**config.mk**
```make
export PLATFORM = sky130hd
export DESIGN_NAME = averaged_accel_pitch_degrees_unit
export DESIGN_NICKNAME = d
export VERILOG_FILES = /design/src/hw/rtl/aapd_pkg.sv /design/src/hw/rtl/aapd_div.sv /design/src/hw/rtl/aapd_dp.sv /design/src/hw/rtl/aapd_ctrl.sv /design/src/hw/rtl/averaged_accel_pitch_degrees_unit.sv
export SDC_FILE = /design/constraint.sdc
export NUM_CORES = 2
export LEC_CHECK = 0
export BUFFER_PORTS_ARGS = -buffer_cell sky130_fd_sc_hd__clkbuf_2
export CAP_MARGIN = 20
export CORE_MARGIN = 5
export CORE_UTILIZATION = 40
export CTS_CLUSTER_SIZE = 20
export DETAILED_ROUTE_END_ITERATION = 7
export GPL_ROUTABILITY_DRIVEN = 0
export SYNTH_ARGS = -nofsm -noshare
export SYNTH_HDL_FRONTEND = slang
export SYNTH_SLANG_ARGS = --single-unit
```
**constraint.sdc**
```tcl
create_clock -name aclk -period 7.9 [get_ports aclk]
set_input_delay 0.395 -clock aclk [delete_from_list [all_inputs] [get_ports aclk]]
set_output_delay 0.395 -clock aclk [all_outputs]
set_load 0.01 [all_outputs]
```
**src/hw/rtl/aapd_pkg.sv**
```systemverilog
// ----------------------------------------------------------------------------
// aapd_pkg
// Shared types, constants and the arctangent table for the averaged
// accelerometer pitch unit.
// ----------------------------------------------------------------------------
package aapd_pkg;

    // Field widths
    localparam int ACC_W   = 16;
    localparam int PITCH_W = 9;

    // Signed average after division, one bit of headroom for -32768
    localparam int AVG_W    = 17;
    // CORDIC vector width: 2^31 input scale plus gain and sqrt(2) growth
    localparam int CORDIC_W = 35;
    // Angle accumulator in Q16 radians, magnitude stays below 2^19
    localparam int ANG_W    = 21;
    // Fractional bits of the CORDIC input scale
    localparam int FRAC_W   = 16;

    localparam int ATAN_W   = 17;
    localparam int ATAN_IDX_W = 5;
    localparam int PI_Q16   = 205887;

    // Degree conversion: deg = |ang| * 5729 / (65536 * 100)
    localparam int DEG_MUL_W = 13;
    localparam int DEG_MUL   = 5729;
    localparam int DEG_DIV   = 100;
    localparam int PROD_W    = ANG_W - 1 + DEG_MUL_W;
    // Integer part of the scaled angle, the input of the divide by 100
    localparam int DEG_IN_W  = 16;
    localparam int DEG_MAX   = 180;
    localparam int DEG_MAG_W = 8;

    // Controller to datapath commands
    typedef struct packed {
        logic acc;          // add the accepted item into the sums
        logic avg;          // divide the sums into averages, clear sums
        logic avg_load;     // form averages, pre-rotate, load CORDIC
        logic cordic_step;  // run one CORDIC iteration
        logic mul;          // scale the angle magnitude
        logic deg_div;      // divide the scaled angle by 100
        logic out_load;     // load the result register
    } aapd_cmd_t;

    // Datapath to controller status
    typedef struct packed {
        logic avg_zero;     // both averages are zero
    } aapd_sts_t;

    // atan(2^-i) in Q16, rounded to nearest; zero past the table
    function automatic logic [ATAN_W-1:0] atan_q16(input logic [ATAN_IDX_W-1:0] idx);
        logic [ATAN_W-1:0] val;
        unique case (idx)
            5'd0:    val = 17'd51472;
            5'd1:    val = 17'd30386;
            5'd2:    val = 17'd16055;
            5'd3:    val = 17'd8150;
            5'd4:    val = 17'd4091;
            5'd5:    val = 17'd2047;
            5'd6:    val = 17'd1024;
            5'd7:    val = 17'd512;
            5'd8:    val = 17'd256;
            5'd9:    val = 17'd128;
            5'd10:   val = 17'd64;
            5'd11:   val = 17'd32;
            5'd12:   val = 17'd16;
            5'd13:   val = 17'd8;
            5'd14:   val = 17'd4;
            5'd15:   val = 17'd2;
            5'd16:   val = 17'd1;
            default: val = '0;
        endcase
        return val;
    endfunction

endpackage

```
**src/hw/rtl/aapd_div.sv**
```systemverilog
// ----------------------------------------------------------------------------
// aapd_div
// Unsigned truncating division by a constant through reciprocal
// multiplication, quotient registered on load.
// ----------------------------------------------------------------------------
module aapd_div #(
    parameter int DVD_W   = 19,
    parameter int DIVISOR = 5
) (
    input  logic             aclk,
    input  logic             aresetn,
    input  logic             load,
    input  logic [DVD_W-1:0] dividend,
    output logic [DVD_W-1:0] quotient
);

    // Reciprocal scaled by 2^SHIFT and rounded up; exact for every DVD_W-bit dividend
    localparam int     SHIFT = DVD_W + $clog2(DIVISOR);
    localparam int     PRD_W = SHIFT + DVD_W;
    localparam longint RECIP = ((longint'(1) << SHIFT) + longint'(DIVISOR) - 1)
                               / longint'(DIVISOR);

    logic [PRD_W-1:0] prod;
    logic [DVD_W-1:0] quo_reg;

    assign prod = PRD_W'(dividend) * PRD_W'(RECIP);

    // Hold the quotient until the next load
    always_ff @(posedge aclk) begin
        if (load) begin
            quo_reg <= prod[SHIFT +: DVD_W];
        end
    end

    assign quotient = quo_reg;

    // Each quotient is the truncated division of the dividend loaded before it
    assert property (@(posedge aclk) disable iff (!aresetn)
        load |=> ((PRD_W'(quo_reg) * PRD_W'(DIVISOR) <= PRD_W'($past(dividend)))
              && (PRD_W'($past(dividend))
                  < PRD_W'(quo_reg) * PRD_W'(DIVISOR) + PRD_W'(DIVISOR))))
        else $error("division by constant is not exact");

endmodule

```
**src/hw/rtl/aapd_dp.sv**
```systemverilog
// ----------------------------------------------------------------------------
// aapd_dp
// Datapath: running sums, averaging dividers, CORDIC vectoring unit,
// degree scaling and the result register.
// ----------------------------------------------------------------------------
module aapd_dp
    import aapd_pkg::*;
#(
    parameter int SAMPLES      = 5,
    parameter int ITW          = 4
) (
    input  logic                      aclk,
    input  logic                      aresetn,
    input  aapd_cmd_t                 cmd,
    input  logic [ITW-1:0]            cordic_idx,
    output aapd_sts_t                 sts,
    input  logic signed [ACC_W-1:0]   s_acc_x,
    input  logic signed [ACC_W-1:0]   s_acc_z,
    output logic signed [PITCH_W-1:0] m_pitch_degrees
);

    localparam int SUM_W = ACC_W + $clog2(SAMPLES);

    logic signed [SUM_W-1:0]    sum_x_reg, sum_z_reg;
    logic                       sx_neg_reg, sz_neg_reg;
    logic signed [CORDIC_W-1:0] p_reg, q_reg;
    logic signed [ANG_W-1:0]    ang_reg;
    logic                       ang_neg_reg;
    logic [PROD_W-1:0]          prod_reg;
    logic signed [PITCH_W-1:0]  pitch_reg;

    logic [SUM_W-1:0]           mag_x, mag_z;
    logic [SUM_W-1:0]           quo_x, quo_z;
    logic [DEG_IN_W-1:0]        quo_deg;

    logic signed [AVG_W-1:0]    avg_x, avg_z;
    logic signed [CORDIC_W-1:0] p_init, q_init;
    logic signed [CORDIC_W-1:0] dp_shift, dq_shift;
    logic signed [ANG_W-1:0]    a_step;
    logic [ANG_W-2:0]           ang_mag;
    logic [DEG_MAG_W-1:0]       deg_mag;

    // Accumulate the group, clear once the dividers have taken the sums
    always_ff @(posedge aclk) begin
        if (!aresetn) begin
            sum_x_reg <= '0;
            sum_z_reg <= '0;
        end else if (cmd.acc) begin
            sum_x_reg <= sum_x_reg + SUM_W'(s_acc_x);
            sum_z_reg <= sum_z_reg + SUM_W'(s_acc_z);
        end else if (cmd.avg) begin
            sum_x_reg <= '0;
            sum_z_reg <= '0;
        end
    end

    // Magnitudes for truncating division
    assign mag_x = sum_x_reg[SUM_W-1] ? SUM_W'(-sum_x_reg) : SUM_W'(sum_x_reg);
    assign mag_z = sum_z_reg[SUM_W-1] ? SUM_W'(-sum_z_reg) : SUM_W'(sum_z_reg);

    aapd_div #(
        .DVD_W   (SUM_W),
        .DIVISOR (SAMPLES)
    ) u_div_x (
        .aclk     (aclk),
        .aresetn  (aresetn),
        .load     (cmd.avg),
        .dividend (mag_x),
        .quotient (quo_x)
    );

    aapd_div #(
        .DVD_W   (SUM_W),
        .DIVISOR (SAMPLES)
    ) u_div_z (
        .aclk     (aclk),
        .aresetn  (aresetn),
        .load     (cmd.avg),
        .dividend (mag_z),
        .quotient (quo_z)
    );

    // Divide the integer part of the scaled angle by 100
    aapd_div #(
        .DVD_W   (DEG_IN_W),
        .DIVISOR (DEG_DIV)
    ) u_div_deg (
        .aclk     (aclk),
        .aresetn  (aresetn),
        .load     (cmd.deg_div),
        .dividend (prod_reg[FRAC_W +: DEG_IN_W]),
        .quotient (quo_deg)
    );

    assign sts.avg_zero = (quo_x == '0) && (quo_z == '0);

    // Signed averages and the pre-rotated CORDIC start vector
    assign avg_x  = sx_neg_reg ? -$signed({1'b0, quo_x[ACC_W-1:0]})
                               :  $signed({1'b0, quo_x[ACC_W-1:0]});
    assign avg_z  = sz_neg_reg ? -$signed({1'b0, quo_z[ACC_W-1:0]})
                               :  $signed({1'b0, quo_z[ACC_W-1:0]});
    assign p_init = CORDIC_W'(avg_z) <<< FRAC_W;
    assign q_init = CORDIC_W'(avg_x) <<< FRAC_W;

    // One vectoring iteration
    assign dp_shift = q_reg >>> cordic_idx;
    assign dq_shift = p_reg >>> cordic_idx;
    assign a_step   = $signed(ANG_W'(atan_q16(ATAN_IDX_W'(cordic_idx))));

    assign ang_mag  = ang_reg[ANG_W-1] ? (ANG_W-1)'(-ang_reg) : ang_reg[ANG_W-2:0];

    // Clamp the degree magnitude, never taken at these constants
    assign deg_mag  = (quo_deg > DEG_IN_W'(DEG_MAX)) ? DEG_MAG_W'(DEG_MAX)
                                                     : quo_deg[DEG_MAG_W-1:0];

    always_ff @(posedge aclk) begin
        // Hold the sum signs for the averaging pass
        if (cmd.avg) begin
            sx_neg_reg <= sum_x_reg[SUM_W-1];
            sz_neg_reg <= sum_z_reg[SUM_W-1];
        end
        // Load the vector, rotating into the right half plane
        if (cmd.avg_load) begin
            if (sts.avg_zero) begin
                p_reg   <= '0;
                q_reg   <= '0;
                ang_reg <= '0;
            end else if (avg_z < 0) begin
                p_reg   <= -p_init;
                q_reg   <= -q_init;
                ang_reg <= (avg_x >= 0) ? ANG_W'(PI_Q16) : -ANG_W'(PI_Q16);
            end else begin
                p_reg   <= p_init;
                q_reg   <= q_init;
                ang_reg <= '0;
            end
        end else if (cmd.cordic_step) begin
            if (q_reg > 0) begin
                p_reg   <= p_reg + dp_shift;
                q_reg   <= q_reg - dq_shift;
                ang_reg <= ang_reg + a_step;
            end else begin
                p_reg   <= p_reg - dp_shift;
                q_reg   <= q_reg + dq_shift;
                ang_reg <= ang_reg - a_step;
            end
        end
        // Scale the angle magnitude toward degrees
        if (cmd.mul) begin
            prod_reg    <= PROD_W'(ang_mag) * PROD_W'(DEG_MUL);
            ang_neg_reg <= ang_reg[ANG_W-1];
        end
        // Restore the sign of the truncated degree value
        if (cmd.out_load) begin
            pitch_reg <= ang_neg_reg ? -$signed({1'b0, deg_mag})
                                     :  $signed({1'b0, deg_mag});
        end
    end

    assign m_pitch_degrees = pitch_reg;

endmodule

```
**src/hw/rtl/aapd_ctrl.sv**
```systemverilog
// ----------------------------------------------------------------------------
// aapd_ctrl
// Controller: counts items of a group and sequences averaging, CORDIC,
// degree scaling and result handoff.
// ----------------------------------------------------------------------------
module aapd_ctrl
    import aapd_pkg::*;
#(
    parameter int SAMPLES      = 5,
    parameter int CORDIC_ITERS = 16,
    parameter int ITW          = 4
) (
    input  logic           aclk,
    input  logic           aresetn,
    input  logic           s_valid,
    output logic           s_ready,
    output logic           m_valid,
    input  logic           m_ready,
    output aapd_cmd_t      cmd,
    output logic [ITW-1:0] cordic_idx,
    input  aapd_sts_t      sts
);

    localparam int CNT_W = (SAMPLES > 1) ? $clog2(SAMPLES) : 1;

    typedef enum logic [2:0] {
        ST_ACC,
        ST_AVG,
        ST_LOAD,
        ST_CORDIC,
        ST_MUL,
        ST_DEG,
        ST_OUT
    } state_t;

    state_t           state_reg, state_next;
    logic [CNT_W-1:0] cnt_reg, cnt_next;
    logic [ITW-1:0]   iter_reg, iter_next;
    logic             m_valid_reg, m_valid_next;
    logic             last_item;

    assign last_item = (cnt_reg == CNT_W'(SAMPLES - 1));

    // Decode commands from the current state
    always_comb begin
        cmd             = '0;
        cmd.acc         = (state_reg == ST_ACC) && s_valid;
        cmd.avg         = (state_reg == ST_AVG);
        cmd.avg_load    = (state_reg == ST_LOAD);
        cmd.cordic_step = (state_reg == ST_CORDIC);
        cmd.mul         = (state_reg == ST_MUL);
        cmd.deg_div     = (state_reg == ST_DEG);
        cmd.out_load    = (state_reg == ST_OUT) && (!m_valid_reg || m_ready);
    end

    // Next state, group count, iteration count and result valid
    always_comb begin
        state_next   = state_reg;
        cnt_next     = cnt_reg;
        iter_next    = iter_reg;
        m_valid_next = m_valid_reg;
        if (m_ready) begin
            m_valid_next = 1'b0;
        end
        unique case (state_reg)
            ST_ACC: begin
                if (s_valid) begin
                    if (last_item) begin
                        cnt_next   = '0;
                        state_next = ST_AVG;
                    end else begin
                        cnt_next = cnt_reg + 1'b1;
                    end
                end
            end
            ST_AVG: begin
                state_next = ST_LOAD;
            end
            ST_LOAD: begin
                iter_next  = '0;
                state_next = sts.avg_zero ? ST_MUL : ST_CORDIC;
            end
            ST_CORDIC: begin
                if (iter_reg == ITW'(CORDIC_ITERS - 1)) begin
                    state_next = ST_MUL;
                end else begin
                    iter_next = iter_reg + 1'b1;
                end
            end
            ST_MUL: begin
                state_next = ST_DEG;
            end
            ST_DEG: begin
                state_next = ST_OUT;
            end
            ST_OUT: begin
                if (!m_valid_reg || m_ready) begin
                    m_valid_next = 1'b1;
                    state_next   = ST_ACC;
                end
            end
            default: begin
                state_next = ST_ACC;
            end
        endcase
    end

    always_ff @(posedge aclk) begin
        if (!aresetn) begin
            state_reg   <= ST_ACC;
            cnt_reg     <= '0;
            iter_reg    <= '0;
            m_valid_reg <= 1'b0;
        end else begin
            state_reg   <= state_next;
            cnt_reg     <= cnt_next;
            iter_reg    <= iter_next;
            m_valid_reg <= m_valid_next;
        end
    end

    assign s_ready    = (state_reg == ST_ACC);
    assign m_valid    = m_valid_reg;
    assign cordic_idx = iter_reg;

    // The last item of a group starts the averaging pass
    assert property (@(posedge aclk) disable iff (!aresetn)
        (s_valid && s_ready && last_item) |=> (state_reg == ST_AVG))
        else $error("group completion did not start averaging");

    // Never overwrite a result that is still waiting
    assert property (@(posedge aclk) disable iff (!aresetn)
        cmd.out_load |-> (!m_valid_reg || m_ready))
        else $error("result overwritten while pending");

    // CORDIC index stays inside the configured iteration count
    assert property (@(posedge aclk) disable iff (!aresetn)
        (state_reg == ST_CORDIC) |-> (iter_reg <= ITW'(CORDIC_ITERS - 1)))
        else $error("CORDIC index out of range");

    // Group count rests at zero while a group is being processed
    assert property (@(posedge aclk) disable iff (!aresetn)
        (state_reg != ST_ACC) |-> (cnt_reg == '0))
        else $error("group count moved outside accumulation");

endmodule

```
**src/hw/rtl/averaged_accel_pitch_degrees_unit.sv**
```systemverilog
// ----------------------------------------------------------------------------
// averaged_accel_pitch_degrees_unit
// Averages groups of accelerometer X/Z samples and reports the pitch angle
// atan2(avg_x, avg_z) in whole degrees.
// ----------------------------------------------------------------------------
// Items are taken one per cycle until a group of SAMPLES is complete; the
// last item of a group then starts a computation (averaging, CORDIC load,
// CORDIC_ITERS iterations, scaling, division by 100 and result load, with
// the iterations skipped when both averages are zero), during which s_ready
// is low. The CORDIC vectoring unit takes one iteration per cycle; the
// divisions by SAMPLES and by 100 are registered reciprocal multiplications.
// A finished result sits in the output register while the next group is
// collected; a group only waits at its end if the previous result has not
// been taken. Averages truncate toward zero, atan2(0,0) gives 0, and the
// angle is truncated toward zero to whole degrees in -180..180.
// ----------------------------------------------------------------------------
module averaged_accel_pitch_degrees_unit
    import aapd_pkg::*;
#(
    parameter int SAMPLES      = 5,
    parameter int CORDIC_ITERS = 16
) (
    input  logic                      aclk,
    input  logic                      aresetn,
    input  logic                      s_valid,
    output logic                      s_ready,
    input  logic signed [ACC_W-1:0]   s_acc_x,
    input  logic signed [ACC_W-1:0]   s_acc_z,
    output logic                      m_valid,
    input  logic                      m_ready,
    output logic signed [PITCH_W-1:0] m_pitch_degrees
);

    localparam int ITW = $clog2(CORDIC_ITERS);

    aapd_cmd_t      cmd;
    aapd_sts_t      sts;
    logic [ITW-1:0] cordic_idx;

    aapd_ctrl #(
        .SAMPLES      (SAMPLES),
        .CORDIC_ITERS (CORDIC_ITERS),
        .ITW          (ITW)
    ) u_ctrl (
        .aclk       (aclk),
        .aresetn    (aresetn),
        .s_valid    (s_valid),
        .s_ready    (s_ready),
        .m_valid    (m_valid),
        .m_ready    (m_ready),
        .cmd        (cmd),
        .cordic_idx (cordic_idx),
        .sts        (sts)
    );

    aapd_dp #(
        .SAMPLES      (SAMPLES),
        .ITW          (ITW)
    ) u_dp (
        .aclk            (aclk),
        .aresetn         (aresetn),
        .cmd             (cmd),
        .cordic_idx      (cordic_idx),
        .sts             (sts),
        .s_acc_x         (s_acc_x),
        .s_acc_z         (s_acc_z),
        .m_pitch_degrees (m_pitch_degrees)
    );

endmodule
```
==> out/summary.txt <==
Critical Path RT: 8190 ps
Min Clock Period, post-route: 7538 ps
Data arrival time of the critical path: 7820 ps
I/O Pins: 47
Crit path buffers/inverters: 5
Setup TNS: 0 ps
Row count: 117
CTS tree: yes
Status: complete, no violations
CTS Buf Count: 34
Mapped Nets: 5491
Routed wire length: 99.24 mm
Gr ovfl total: 0
CP Launch Type: register
Final Hold Viols: 0
Die Ht: 330.9 um
Post-DP HPWL: 82.24 mm
GR Util All Layers: 18.32%
Synth top area cells: ha_1 20%, fa_1 17%, edfxtp_1 12%
PnR worst setup slack: 362.0 ps
Fill cells: 10000
Initial antenna violation count: 2
Pin count of the biggest net entering global routing: 78
Multi-input logic area: 0.03192 sq mm
Synthesis warning total: 0
Tightest Pin Transition: 1053 ps
Slew headroom: 29.79%
Vias per cell: 5.371
Slowest library cell on the worst path: fa_1
Seq/Total Area, Yosys: 15.04%
Worst vdd ir: 0.4704 mV
Clock-pin transition on the worst setup and hold timing paths: 50 ps
Fraction of final layout cells with drive strength greater than 1: 8.013%
CTS root buf: clkbuf_16
Vias: 31410
Fmax: 132.7 MHz
# diodes: 0
Antenna-violating nets left: 0
Clock Tree Buf Depth: 3
FFs w/ async S/R, synth: 0%
DR DRC count: 0
Area grow syn2layout: 7.178%
First-pass GRT wire length: 165.0 mm
# hold bufs at CTS: 0
P_leak: 20.45 nW
HP Class: in -> reg
Max Cap Viol: 0
Number of enable flip-flop cells after synthesis: 163
Port bufs: 46
Clk sink count: 228
Top cell type's share of synthesized area: 20.23%
Synth area leader: ha_1
Die footprint: 0.1095 sq mm
CP Capture Type: register
Top_reg_cell synth: edfxtp_1
Initial Util: 40.37%
Syn Area/Cell: 9.296 sq um
Vias in the first global route: 31760
Most frequent cell after synthesis: ha_1
Slew Limit Fails: 0
Core area: 0.1020 sq mm
Final setup fails: 0
Cell variety after synth: 102
TritonRoute pass-1 iters: 5
H-tree depth: 2
Final Skew: 26.54 ps
Critical path class: reg -> reg
Critical Path Max Stage Delay: 530 ps
NumNets Final: 5516
Place WS: -7.520 ps
Clock latency on the worst-skew pair: 550 ps
Cells after Synth: 4431
Final worst path period share: 95.42%
Delay-heaviest family, CP: adder cells
Mapped Area: 0.04119 sq mm
WL per Instance: 16.97 um
Post-synthesis sequential element count: 228
Synth top cells by count: 666 x ha_1, 653 x inv_1, 358 x fa_1, 281 x nand2_1, 253 x nor2_1
DRT iter0 DRCs: 1666
Final Power: 15.98 mW
CP Max Fanout: 6
PwrDens: 362.0 mW/mm^2
Sequential cell area: 0.006211 sq mm
Chip Width: 330.9 um
[per-layer routing]
layer | share of wire [%] | global-route usage [%] | wire (um)
met1 | 45 | 24.25 | 44390
met2 | 48 | 31.90 | 47880
met3 | 4.8 | 2.567 | 4812
met4 | 2.1 | 4.241 | 2130
met5 | 0.034 | 0 | 34
[final timing paths]
check | from | cells past startpoint | end | slack, ps
worst min register to register | u_ctrl.cnt_reg[1] | 2 | u_ctrl.cnt_reg[1] | 490
worst max register to register | u_dp.sum_z_reg[2] | 27 | u_dp.u_div_z.quotient[10] | 360
worst max-delay path | u_dp.sum_z_reg[2] | 27 | u_dp.u_div_z.quotient[10] | 360
worst min-delay path | s_acc_z[15] | 4 | u_dp.sum_z_reg[18] | 240
[timing repair]
item,in CTS,in global routing
gates resized for setup,2,30
cloned,0,0
buffers inserted,0,4
endpoints found under the setup margin,3,18
pin swaps,0,13
[worst min-delay path, cell delays in order]
cell,delay (ps)
clkbuf_2,130
xor2_1,90
nand2_1,50
a21oi_1,50
[layout by cell type, fill, tap and decap left out, drive strengths merged, types with 37 or more instances in the layout]
| cell type | n |
|---|---|
| a21oi | 233 |
| edfxtp | 163 |
| ha | 666 |
| mux2i | 62 |
| nor3 | 86 |
| dfxtp | 65 |
| nand2 | 282 |
| buf | 70 |
| a31oi | 40 |
| or3 | 41 |
| nand2b | 47 |
| o21ai | 225 |
| inv | 658 |
| a21o | 73 |
| clkbuf | 87 |
| nand3 | 95 |
| xor2 | 158 |
| fa | 358 |
| mux4 | 80 |
| and2 | 37 |
| xnor2 | 195 |
| nor2 | 257 |
[per-stage QoR]
stage | cell area (sq um) | hold WS [ps] | utilization [%] | std cells
after global routing | 44150 | 233.7 | 43.27 | 5848
after CTS | 43970 | 201.3 | 43.09 | 5844
after global placement | 42910 | 477.1 | 42.05 | 5784
after detailed placement | 42910 | 481.9 | 42.05 | 5784
final | 44150 | 235.0 | 43.27 | 5848
after floorplan | 41190 | 444.9 | - | 4431
[cell families after synthesis]
| logic type | after synthesis | synth area share (%) |
|---|---|---|
| AOI/OAI and AO/OA | 849 | 12.92 |
| xor gates and xnor gates | 353 | 7.506 |
| adders and majority gates | 1024 | 37.63 |
| buffers and inverters | 787 | 7.886 |
| DFF | 228 | 15.04 |
| muxes | 178 | 7.020 |
| and+or+nand+nor | 1012 | 12.00 |
[where the power goes]
part	switching (mW)	internal, mW
Sequential	0.0524	1.75
Clock	0.601	0.859
Combinational	7.05	5.66
[final cells by class]
type	instances	area share, %
tap	1368	3.877
sequential	228	14.07
multi-input combinational	3416	72.32
inverter	660	5.617
clock inverter	19	0.3033
timing repair buffer	116	1.740
clock buffer	41	2.077
(Power assumes the default switching activity.)
